<file path="config.mk">
export PLATFORM = sky130hd
export DESIGN_NAME = first_fit_segment_allocator_top
export DESIGN_NICKNAME = d
export VERILOG_FILES = /design/src/rtl/ffsa_pkg.sv /design/src/rtl/first_fit_segment_allocator_top.sv
export SDC_FILE = /design/constraint.sdc
export NUM_CORES = 2
export LEC_CHECK = 0
export BUFFER_PORTS_ARGS = -buffer_cell sky130_fd_sc_hd__buf_2
export CAP_MARGIN = 20
export CORE_ASPECT_RATIO = 1.1
export CORE_MARGIN = 2
export CORE_UTILIZATION = 57
export DETAILED_ROUTE_END_ITERATION = 10
export PLACE_DENSITY = 0.84
export SLEW_MARGIN = 25
export SYNTH_ARGS = -nofsm -noshare
export SYNTH_HDL_FRONTEND = slang
export SYNTH_SLANG_ARGS = --single-unit
</file>
<file path="constraint.sdc">
create_clock -name clk -period 6.25 [get_ports clk]
set_input_delay 1.875 -clock clk [delete_from_list [all_inputs] [get_ports clk]]
set_output_delay 1.875 -clock clk [all_outputs]
set_load 0.1 [all_outputs]
</file>
<file path="src/rtl/ffsa_pkg.sv">
// Package for the first-fit segment allocator.
// Default sizes and result status codes; no dependencies.
package ffsa_pkg;
	localparam int ADDR_BITS_DEF    = 20;
	localparam int MAX_SEGMENTS_DEF = 64;
	localparam int HEADER_BYTES_DEF = 16;
	localparam int ALIGN_BYTES_DEF  = 16;

	localparam int SIZE_W = 20;
	localparam int HEAP_W = 21;
	localparam logic [HEAP_W-1:0] HEAP_RESET = HEAP_W'(65536);

	typedef enum logic [1:0] {
		ST_OK      = 2'd0,
		ST_NOFIT   = 2'd1,
		ST_BADADDR = 2'd2
	} status_t;
endpackage

</file>
<file path="src/rtl/first_fit_segment_allocator_top.sv">
// First-fit segment allocator with coalescing: top level.
// Segment table in one synchronous memory, walked by a control FSM; uses ffsa_pkg.
//
// One request (allocate or free) is in work at a time; each yields one result
// transaction. A walk step is one memory read per cycle. An allocate walks the
// list to the first free entry that fits and writes a second entry when it splits.
// A free walks the list to find its entry, then a merge pass walks the whole list.
// While m_tready low holds back the previous result, the FSM waits in DONE until
// that result is taken. After reset and after each heap_bytes write, the INIT state
// rebuilds the list before a request is taken.
module first_fit_segment_allocator_top
	import ffsa_pkg::*;
#(
	parameter int ADDR_BITS    = ADDR_BITS_DEF,
	parameter int MAX_SEGMENTS = MAX_SEGMENTS_DEF,
	parameter int HEADER_BYTES = HEADER_BYTES_DEF,
	parameter int ALIGN_BYTES  = ALIGN_BYTES_DEF
) (
	input  logic              clk,
	input  logic              arst_n,
	input  logic              s_tvalid,
	output logic              s_tready,
	input  logic [39:0]       s_tdata,   // alloc_size[19:0], free_address[39:20]
	input  logic [0:0]        s_tuser,   // mode
	output logic              m_tvalid,
	input  logic              m_tready,
	output logic [23:0]       m_tdata,   // address[19:0], status[21:20], zero pad
	input  logic              cfg_we,
	input  logic [HEAP_W-1:0] cfg_wdata  // heap_bytes
);
	localparam int IB = (MAX_SEGMENTS > 1) ? $clog2(MAX_SEGMENTS) : 1;
	localparam int LW = IB + 1;
	localparam int W  = ((ADDR_BITS > HEAP_W) ? ADDR_BITS : HEAP_W) + 2;
	localparam logic [LW-1:0] NONE = LW'(MAX_SEGMENTS);
	localparam logic [W-1:0] HDR  = W'(HEADER_BYTES);
	localparam logic [W-1:0] ALN  = W'(ALIGN_BYTES);
	localparam logic [W-1:0] CAP  = W'(1) << ADDR_BITS;

	typedef struct packed {
		logic [ADDR_BITS-1:0] start;
		logic [ADDR_BITS:0]   len;
		logic                 free;
		logic [LW-1:0]        link;
	} entry_t;

	typedef enum logic [3:0] {
		INIT, IDLE, A_CHK, A_WR2, F_CHK, M_START, M_CUR, M_NXT, DONE
	} state_t;

	state_t                  state_q;
	entry_t                  mem [MAX_SEGMENTS];
	entry_t                  rdata_q, ent_q, wd;
	logic                    re, we;
	logic [IB-1:0]           ra, wa;
	logic [MAX_SEGMENTS-1:0] spare_q;
	logic [LW-1:0]           head_q;
	logic [W-1:0]            heap_q, need_q;
	logic [IB-1:0]           cur_q, nxt_q;
	logic [SIZE_W-1:0]       faddr_q, res_addr_q;
	status_t                 res_st_q, out_st_q;
	logic [SIZE_W-1:0]       out_addr_q;
	logic                    out_v_q;

	logic [W-1:0]  size_w, need_d, rlen, rstart, lstart, heap_cap;
	logic          fit, split, match, mergeable, sp_any;
	logic [IB-1:0] sp_idx;
	entry_t        merged;

	function automatic logic [IB:0] first_spare(input logic [MAX_SEGMENTS-1:0] v);
		logic [IB:0] r;
		r = {1'b1, IB'(0)};
		for (int i = MAX_SEGMENTS - 1; i >= 0; i--)
			if (v[i]) r = {1'b0, IB'(i)};
		return r;
	endfunction

	assign s_tready = (state_q == IDLE);
	assign m_tvalid = out_v_q;
	assign m_tdata  = {2'b00, out_st_q, out_addr_q};

	always_comb begin
		logic [IB:0] fs;
		fs       = first_spare(spare_q);
		sp_any   = !fs[IB];
		sp_idx   = fs[IB-1:0];
		size_w   = W'(s_tdata[SIZE_W-1:0]);
		need_d   = W'(((size_w + ALN - W'(1)) / ALIGN_BYTES) * ALIGN_BYTES);
		rlen     = W'(rdata_q.len);
		rstart   = W'(rdata_q.start);
		lstart   = W'(ent_q.start);
		heap_cap = (heap_q > CAP) ? CAP : heap_q;
		fit      = rdata_q.free && (rlen >= need_q);
		split    = (rlen >= need_q + HDR + ALN) && sp_any;
		match    = (rstart + HDR) == W'(faddr_q);
		mergeable = ent_q.free && rdata_q.free && (lstart + HDR + W'(ent_q.len) == rstart);
		merged      = ent_q;
		merged.len  = (ADDR_BITS+1)'(W'(ent_q.len) + HDR + rlen);
		merged.link = rdata_q.link;
	end

	always_comb begin
		re = 1'b0;
		ra = head_q[IB-1:0];
		we = 1'b0;
		wa = cur_q;
		wd = rdata_q;
		unique case (state_q)
			INIT: begin
				we       = 1'b1;
				wa       = '0;
				wd.start = '0;
				wd.len   = (ADDR_BITS+1)'(heap_cap - HDR);
				wd.free  = 1'b1;
				wd.link  = NONE;
			end
			IDLE: re = s_tvalid;
			A_CHK: begin
				if (fit) begin
					we = 1'b1;
					if (split) begin
						wa       = sp_idx;
						wd.start = ADDR_BITS'(rstart + HDR + need_q);
						wd.len   = (ADDR_BITS+1)'(rlen - need_q - HDR);
						wd.free  = 1'b1;
					end else begin
						wd.free = 1'b0;
					end
				end else begin
					re = 1'b1;
					ra = rdata_q.link[IB-1:0];
				end
			end
			A_WR2: begin
				we = 1'b1;
				wd = ent_q;
			end
			F_CHK: begin
				if (match) begin
					we      = !rdata_q.free;
					wd.free = 1'b1;
				end else begin
					re = 1'b1;
					ra = rdata_q.link[IB-1:0];
				end
			end
			M_START: re = 1'b1;
			M_CUR: begin
				re = 1'b1;
				ra = rdata_q.link[IB-1:0];
			end
			M_NXT: begin
				re = 1'b1;
				ra = rdata_q.link[IB-1:0];
				we = mergeable;
				wd = merged;
			end
			DONE: ;
			default: ;
		endcase
	end

	always_ff @(posedge clk) begin
		if (we) mem[wa] <= wd;
		if (re) rdata_q <= mem[ra];
	end

	always_ff @(posedge clk or negedge arst_n) begin
		if (!arst_n) begin
			state_q <= INIT;
			heap_q  <= W'(HEAP_RESET);
			head_q  <= NONE;
			spare_q <= '1;
			out_v_q <= 1'b0;
		end else begin
			if (out_v_q && m_tready && (cfg_we || state_q != DONE)) out_v_q <= 1'b0;
			if (cfg_we) begin
				heap_q  <= W'(cfg_wdata);
				state_q <= INIT;
			end else begin
				unique case (state_q)
					INIT: begin
						spare_q <= '1;
						head_q  <= NONE;
						if (heap_cap >= HDR + ALN) begin
							spare_q[0] <= 1'b0;
							head_q     <= '0;
						end
						state_q <= IDLE;
					end
					IDLE: begin
						if (s_tvalid) begin
							need_q     <= need_d;
							faddr_q    <= s_tdata[39:20];
							cur_q      <= head_q[IB-1:0];
							res_addr_q <= '0;
							if (head_q == NONE) begin
								res_st_q <= s_tuser[0] ? ST_BADADDR : ST_NOFIT;
								state_q  <= DONE;
							end else if (s_tuser[0]) begin
								state_q <= F_CHK;
							end else if (size_w == '0) begin
								res_st_q <= ST_NOFIT;
								state_q  <= DONE;
							end else begin
								state_q <= A_CHK;
							end
						end
					end
					A_CHK: begin
						if (fit) begin
							res_addr_q <= SIZE_W'(rstart + HDR);
							res_st_q   <= ST_OK;
							if (split) begin
								spare_q[sp_idx] <= 1'b0;
								ent_q.start <= rdata_q.start;
								ent_q.len   <= (ADDR_BITS+1)'(need_q);
								ent_q.free  <= 1'b0;
								ent_q.link  <= LW'(sp_idx);
								state_q     <= A_WR2;
							end else begin
								state_q <= DONE;
							end
						end else if (rdata_q.link == NONE) begin
							res_st_q <= ST_NOFIT;
							state_q  <= DONE;
						end else begin
							cur_q <= rdata_q.link[IB-1:0];
						end
					end
					A_WR2: state_q <= DONE;
					F_CHK: begin
						if (match) begin
							res_st_q <= rdata_q.free ? ST_BADADDR : ST_OK;
							state_q  <= rdata_q.free ? DONE : M_START;
						end else if (rdata_q.link == NONE) begin
							res_st_q <= ST_BADADDR;
							state_q  <= DONE;
						end else begin
							cur_q <= rdata_q.link[IB-1:0];
						end
					end
					M_START: begin
						cur_q   <= head_q[IB-1:0];
						state_q <= M_CUR;
					end
					M_CUR: begin
						ent_q   <= rdata_q;
						nxt_q   <= rdata_q.link[IB-1:0];
						state_q <= (rdata_q.link == NONE) ? DONE : M_NXT;
					end
					M_NXT: begin
						if (mergeable) begin
							ent_q          <= merged;
							spare_q[nxt_q] <= 1'b1;
						end else begin
							ent_q <= rdata_q;
							cur_q <= nxt_q;
						end
						nxt_q <= rdata_q.link[IB-1:0];
						if (rdata_q.link == NONE) state_q <= DONE;
					end
					DONE: begin
						if (!out_v_q || m_tready) begin
							out_v_q    <= 1'b1;
							out_addr_q <= res_addr_q;
							out_st_q   <= res_st_q;
							state_q    <= IDLE;
						end
					end
					default: state_q <= IDLE;
				endcase
			end
		end
	end

`ifndef SYNTHESIS
	a_fail_addr_zero: assert property (@(posedge clk) disable iff (!arst_n)
		m_tvalid && (m_tdata[21:20] != ST_OK) |-> (m_tdata[19:0] == '0))
		else $error("failed request returned nonzero address");
	a_head_not_spare: assert property (@(posedge clk) disable iff (!arst_n)
		(state_q == IDLE) && (head_q != NONE) |-> !spare_q[head_q[IB-1:0]])
		else $error("list head marked spare");
	a_split_claims: assert property (@(posedge clk) disable iff (!arst_n)
		(state_q == A_CHK) && fit && split |=> !spare_q[ent_q.link[IB-1:0]])
		else $error("split entry still spare");
`endif
endmodule

</file>
* After elaboration in Yosys (flattened, before gate mapping)
Memory sizes are Yosys's and may differ from the RTL's. A register that Yosys moved wholly into a read port is not among the register bits.
Index checks and enable logic that the tools add are counted.
** Operators by class
- Multiplexer cells :: 137
- Bitwise operators :: 4
- Add/sub/neg operators :: 13
- Equality and inequality tests :: 26
- Reduce and logical (&&, ||, !) cells :: 35
- Magnitude comparators :: 8
** Operators by type and width (number)
- $mux 7 :: 65
- $mux 64 :: 3
- $pmux 64 s3 :: 1
- $pmux 41 s4 :: 1
- $mux 49 :: 3
- $pmux 49 s3 :: 1
- $and 64x64->64 :: 1
- $not 64->64 :: 1
- $or 64x64->64 :: 1
- $add 20x5->21 const B :: 3
- $mux 6 :: 9
- $mux 4 :: 12
- $add 23x5->23 const B :: 2
- $ge 21x23->1 :: 2
- $mux 42 :: 1
- $sub 21x5->21 const B :: 2
- $mux 41 :: 1
- $mux 20 :: 2
- $pmux 20 s2 :: 1
- $pmux 4 s8 :: 1
- $pmux 6 s5 :: 1
- $logic_not 23->1 :: 1
- $add 21x21->22 :: 1
- $eq 22x20->1 :: 1
- 46 further kinds :: 106
** Word-level totals
- Output and inout bits :: 26
- RAM bits :: 3136
- Bits in registers :: 240
- Memories kept :: 1
** Memories
- mem :: words 64, width 49, rd ports 1, clocked after Yosys merged registers in 1, wr ports 1, line first_fit_segment_allocator_top.sv:51 : entry_t mem [MAX_SEGMENTS];

* Depth between registers and ports, before layout
- Word-level depth :: 73
- Depth in mapped cells :: 23
- Depth with buffers taken out :: 19

* Worst setup path after synthesis
OpenSTA, ideal clock, no wires.
- Path type :: flip-flop to flip-flop
- Start point :: reg need_q[5]
- End point :: mem mem[0][40] (netlist name), data pin
- Library setup time :: 0.702 ns
- Arrival time :: 6.169 ns
- Stages on the path, launching flop included :: 20
- Required time :: 5.548 ns
- Slack :: -0.620 ns
- Cells stage by stage :: edfxtp_1 ha_1 and3_1 and3_1 and3_1 clkbuf_1 nand3_1 xnor2_1 ha_1 a21o_1 a21o_1 a21oi_1 o21ai_0 a211oi_1 or3_1 clkbuf_1 clkbuf_1 clkbuf_1 a21oi_1 o21ai_0
** RTL lines
- start: declaration :: line first_fit_segment_allocator_top.sv:57 : logic [W-1:0] heap_q, need_q;
- start signal: assignment :: line first_fit_segment_allocator_top.sv:192 : need_q <= need_d;
- end: declaration :: line first_fit_segment_allocator_top.sv:51

* Final worst setup path
- Start point :: reg rdata_q[33] (netlist name)
- End point :: reg rdata_q[15] (netlist name)
** Between the ends
- Longest elaborated chain between the ends :: 4
- Elaborated cells on any way between the ends :: 6
- Classes of those cells :: 1 x add/sub; 1 x eq/ne; 4 x mux
** RTL lines
- $add 20x5->21 (*)
- $eq 21x20->1 (*) :: line first_fit_segment_allocator_top.sv:94 : match = (rstart + HDR) == W'(faddr_q);
- $mux 1 / $mux 6 (equally long branches) :: line first_fit_segment_allocator_top.sv:138 : if (match) begin
- $pmux 1 s4 / $pmux 6 s3 (equally long branches) :: line first_fit_segment_allocator_top.sv:107 : unique case (state_q)
Every way passes the cells marked *; elsewhere a longest branch is shown, timed or not.
A chain may end at the register's enable or synchronous reset.

==> summary.txt <==
outcome = finished with violations
violations in the final reports = DRC, setup timing
ratio of cells with drive above 1 in the final layout = 20.7%
number of global-route vias before repair = 97,700
number of violations of the max-capacitance limit = 0
Residual DRC = 4
Crit Path Category = reg -> reg
Sink Count = 3,418
multi-input logic area = 38,800 um^2
worst min-delay path category = reg -> reg
Required @ worst endpoint = 6.67 ns
WP data arrival = 6.68 ns
clock buffer count from CTS = 332
Final Hold Vio Count = 0
highest-utilization routing layer at the global route stage = met2
Top-Level Pins = 93
Worst setup SP type = flip-flop
Die Y-Extent = 529 um
die outline width = 482 um
core region area = 249,000 um^2
actual transition at the worst max-transition pin = 1.14 ns
global-route met1 utilization = 42.6%
worst skew pair latency = 0.92 ns
estimated wirelength of the detail-placed design = 269,000 um
reg-to-reg setup timing slack = -0.01 ns
Tmin final = 6.26 ns
most used cells in the layout excluding fill and tap cells = 3,327 x edfxtp_1, 1,733 x a21oi_1, 950 x nand2_1
area delta synth->final = 14.9%
cell type with the highest occurrence count on the critical path = buf_4
power density cells = 306 nW/um^2
number of detailed-routing iterations run before antenna repair = 11
maximum buffer depth of the clock tree = 4
pins over their slew limit = 0
Overall Power = 0.0502 W
most common cell after layout, fill and taps aside = edfxtp_1
number of flops mapped to enable cells by yosys = 3,327
net count of the finished layout = 10,800
overall global routing resource usage = 34.6%
cell-by-cell trace of the critical path = buf_4 -> ha_1 -> nand3_1 -> xnor3_1 -> a31o_1 -> or4_1 -> nor4_2 -> buf_4 -> nand4_1 -> a21oi_2 -> nor3b_2 -> buf_12 -> buf_4 -> buf_4 -> o21ai_0 -> a21oi_1 -> o41ai_2 -> buf_4 -> o2111ai_1
biggest fanout along the worst timing path = 42
average cell area after synthesis = 14.0 um^2
largest net degree at the start of global routing = 129
final clock period utilization by the worst path = 100%
number of antenna violations at the first check in global routing = 15
maximum vdd drop = 0.226 mV
number of antenna-violating nets in the routed design = 0
routability congestion estimate = 0.992
proportion of synthesized chip area in sequential cells = 71.5%
CP Capture Type = flip-flop
max_slew headroom = 23.4%
level count of the clock H-tree = 5
CTS root buf = clkbuf_16
fraction of registers with async set or reset after synthesis = 2.66%
post-synth top area cell = edfxtp_1
detail-routed via count per cell = 6.92
smallest setup slack after layout = -0.0130 ns
global route total overflow = 0
routed wirelength normalized by instance count = 31.8 um
Die Area = 255,000 um^2
Final Setup Violations = 1
Most used DFF post-synth = edfxtp_1
Vias = 98,100
largest clock skew in the final design = 0.0727 ns
global-route wire length before repair = 648,000 um
clock tree from TritonCTS = built
timing-limited maximum frequency = 160 MHz
cell count after placement = 13,600
input/output buffers = 90
met2 Track Usage GR = 53.3%
Final Instance Count excl. Fillers = 14,200
# rows = 192
DRC violation total after the first TritonRoute iteration = 17,800
delay contributed by the slowest stage of the critical path = 0.53 ns
Ys Warns = 0
grt met3 use = 9.50%
cells after synthesis = 10,200
area of the mapped netlist = 143,000 um^2
initial standard-cell utilization of the core = 57.4%
Yosys cell types = 95
Sequential cell area = 102,000 um^2
RSZ-0062 raised after global routing = no
Seq cells post-synth = 3,418
Leakage Power = 53.0 nW
area share of the largest cell type after synthesis = 69.8%
layout filler cell count = 15,500
critical-path cell with the highest stage delay = o2111ai_1
Clk pin slew, worst setup/hold paths = 0.06 ns
Total Wirelength = 451,000 um
top cells by area in the synthesized netlist = edfxtp_1 70%, mux2_2 6.2%, a21oi_1 6.1%
-- critical path, delay by kind of cell (launching register included) --
family,cells,cell delay (ns)
compound gates,6,1.96
xor+xnor,1,0.22
fa+ha+maj,1,0.48
buf+inv,6,1.46
flops,1,0.32
simple gates,5,1.23
-- synth_stat cells (all sizes together), types with 15 or more instances --
cell and number:
nor2b 21, inv 140, o2111ai 54, o2bb2ai 15, xor2 40, a22oi 28, nor3b 17, clkbuf 512
dfstp 66, nand3 57, a21oi 1747, o41ai 148, o21a 16, edfxtp 3327, nand2b 21, mux2i 15
a21o 22, buf 139, o31ai 18, a22o 24, a211oi 19, a31oi 18, o21ai 959, nor4 100
and2 50, nor2 260, nand2 952, nand4 27, and3 19, mux2 789, nor3 69, dfrtp 25
ha 166, xnor2 95
-- kinds of logic after synthesis --
logic type               Yosys count  synth area share, %
buffers and inverters            791                 2.22
AND/OR/NAND/NOR                 1653                 5.09
other                              1              0.00262
adder cells (fa/ha/maj)          170                 1.51
multiplexers                     805                 6.33
XOR/XNOR                         137                0.858
AO/OA/AOI/OAI                   3209                 12.5
flip-flops                      3418                 71.5
-- area by class of cell --
class                   count  share of cell area [%]
flip-flops and latches   3418                    62.3
multi-input cells        5976                    23.6
clock buffers             398                    5.30
repair buffers            732                    4.74
well taps                3298                    2.51
clock inverters           193                    1.25
inverters                 140                   0.320
diodes                     12                  0.0183
-- per-stage QoR --
step	cell area [um^2]	hold slack [ns]	setup TNS, ns	util (%)	worst slack, ns
global route	164000	0.427	0	65.9	0.0131
global placement	153000	0.405	-1.14	61.5	-0.411
detailed placement	153000	0.406	-0.832	61.6	-0.271
finish	164000	0.421	-0.0130	65.9	-0.0130
floorplan	143000	0.400	-1029.65	-	-0.381
CTS	164000	0.420	0	65.9	0.0686
-- state kept, by name (all words and copies together), names as in the netlist, 7 cells and up --
| signal | cells |
|---|---|
| merged | 7 |
| spare_q | 64 |
| res_addr_q | 20 |
| ent_q | 49 |
| mem | 3136 |
| rdata_q | 42 |
| need_q | 17 |
| out_addr_q | 20 |
| heap_q | 21 |
| faddr_q | 20 |
-- power by group --
group / internal (W) / switching, W
logic: 0.00110 / 0.00264
registers: 0.0260 / 0.000181
clock network: 0.0115 / 0.00877
-- metal layers --
layer | routed length (um) | vias to the layer above | share of wire [%]
met5 | 26 | - | 0.0058
met4 | 38000 | 4 | 8.4
met3 | 65400 | 1981 | 14
met2 | 204000 | 9072 | 45
met1 | 144000 | 47200 | 32
li1 | - | 39900 | -
-- worst paths after layout --
kind / start / to / cells past startpoint
max: rdata_q[33] / rdata_q[15] / 19
min: res_st_q[0] / out_st_q[0] / 0
max reg2reg: rdata_q[33] / rdata_q[15] / 19
min reg2reg: res_st_q[0] / out_st_q[0] / 0
max in group asynchronous: arst_n / heap_q[11] / 2
min in group asynchronous: arst_n / state_q[1] / 1
-- repair_timing --
action / 4_1_cts / 5_1_grt
setup buffers: 2 / 2
pin swaps: 0 / 1
hold buffers: 0 / 0
setup endpoints to repair: 7 / 115
resized for setup: 0 / 5
Note: power is estimated with default switching activity, not from simulation.
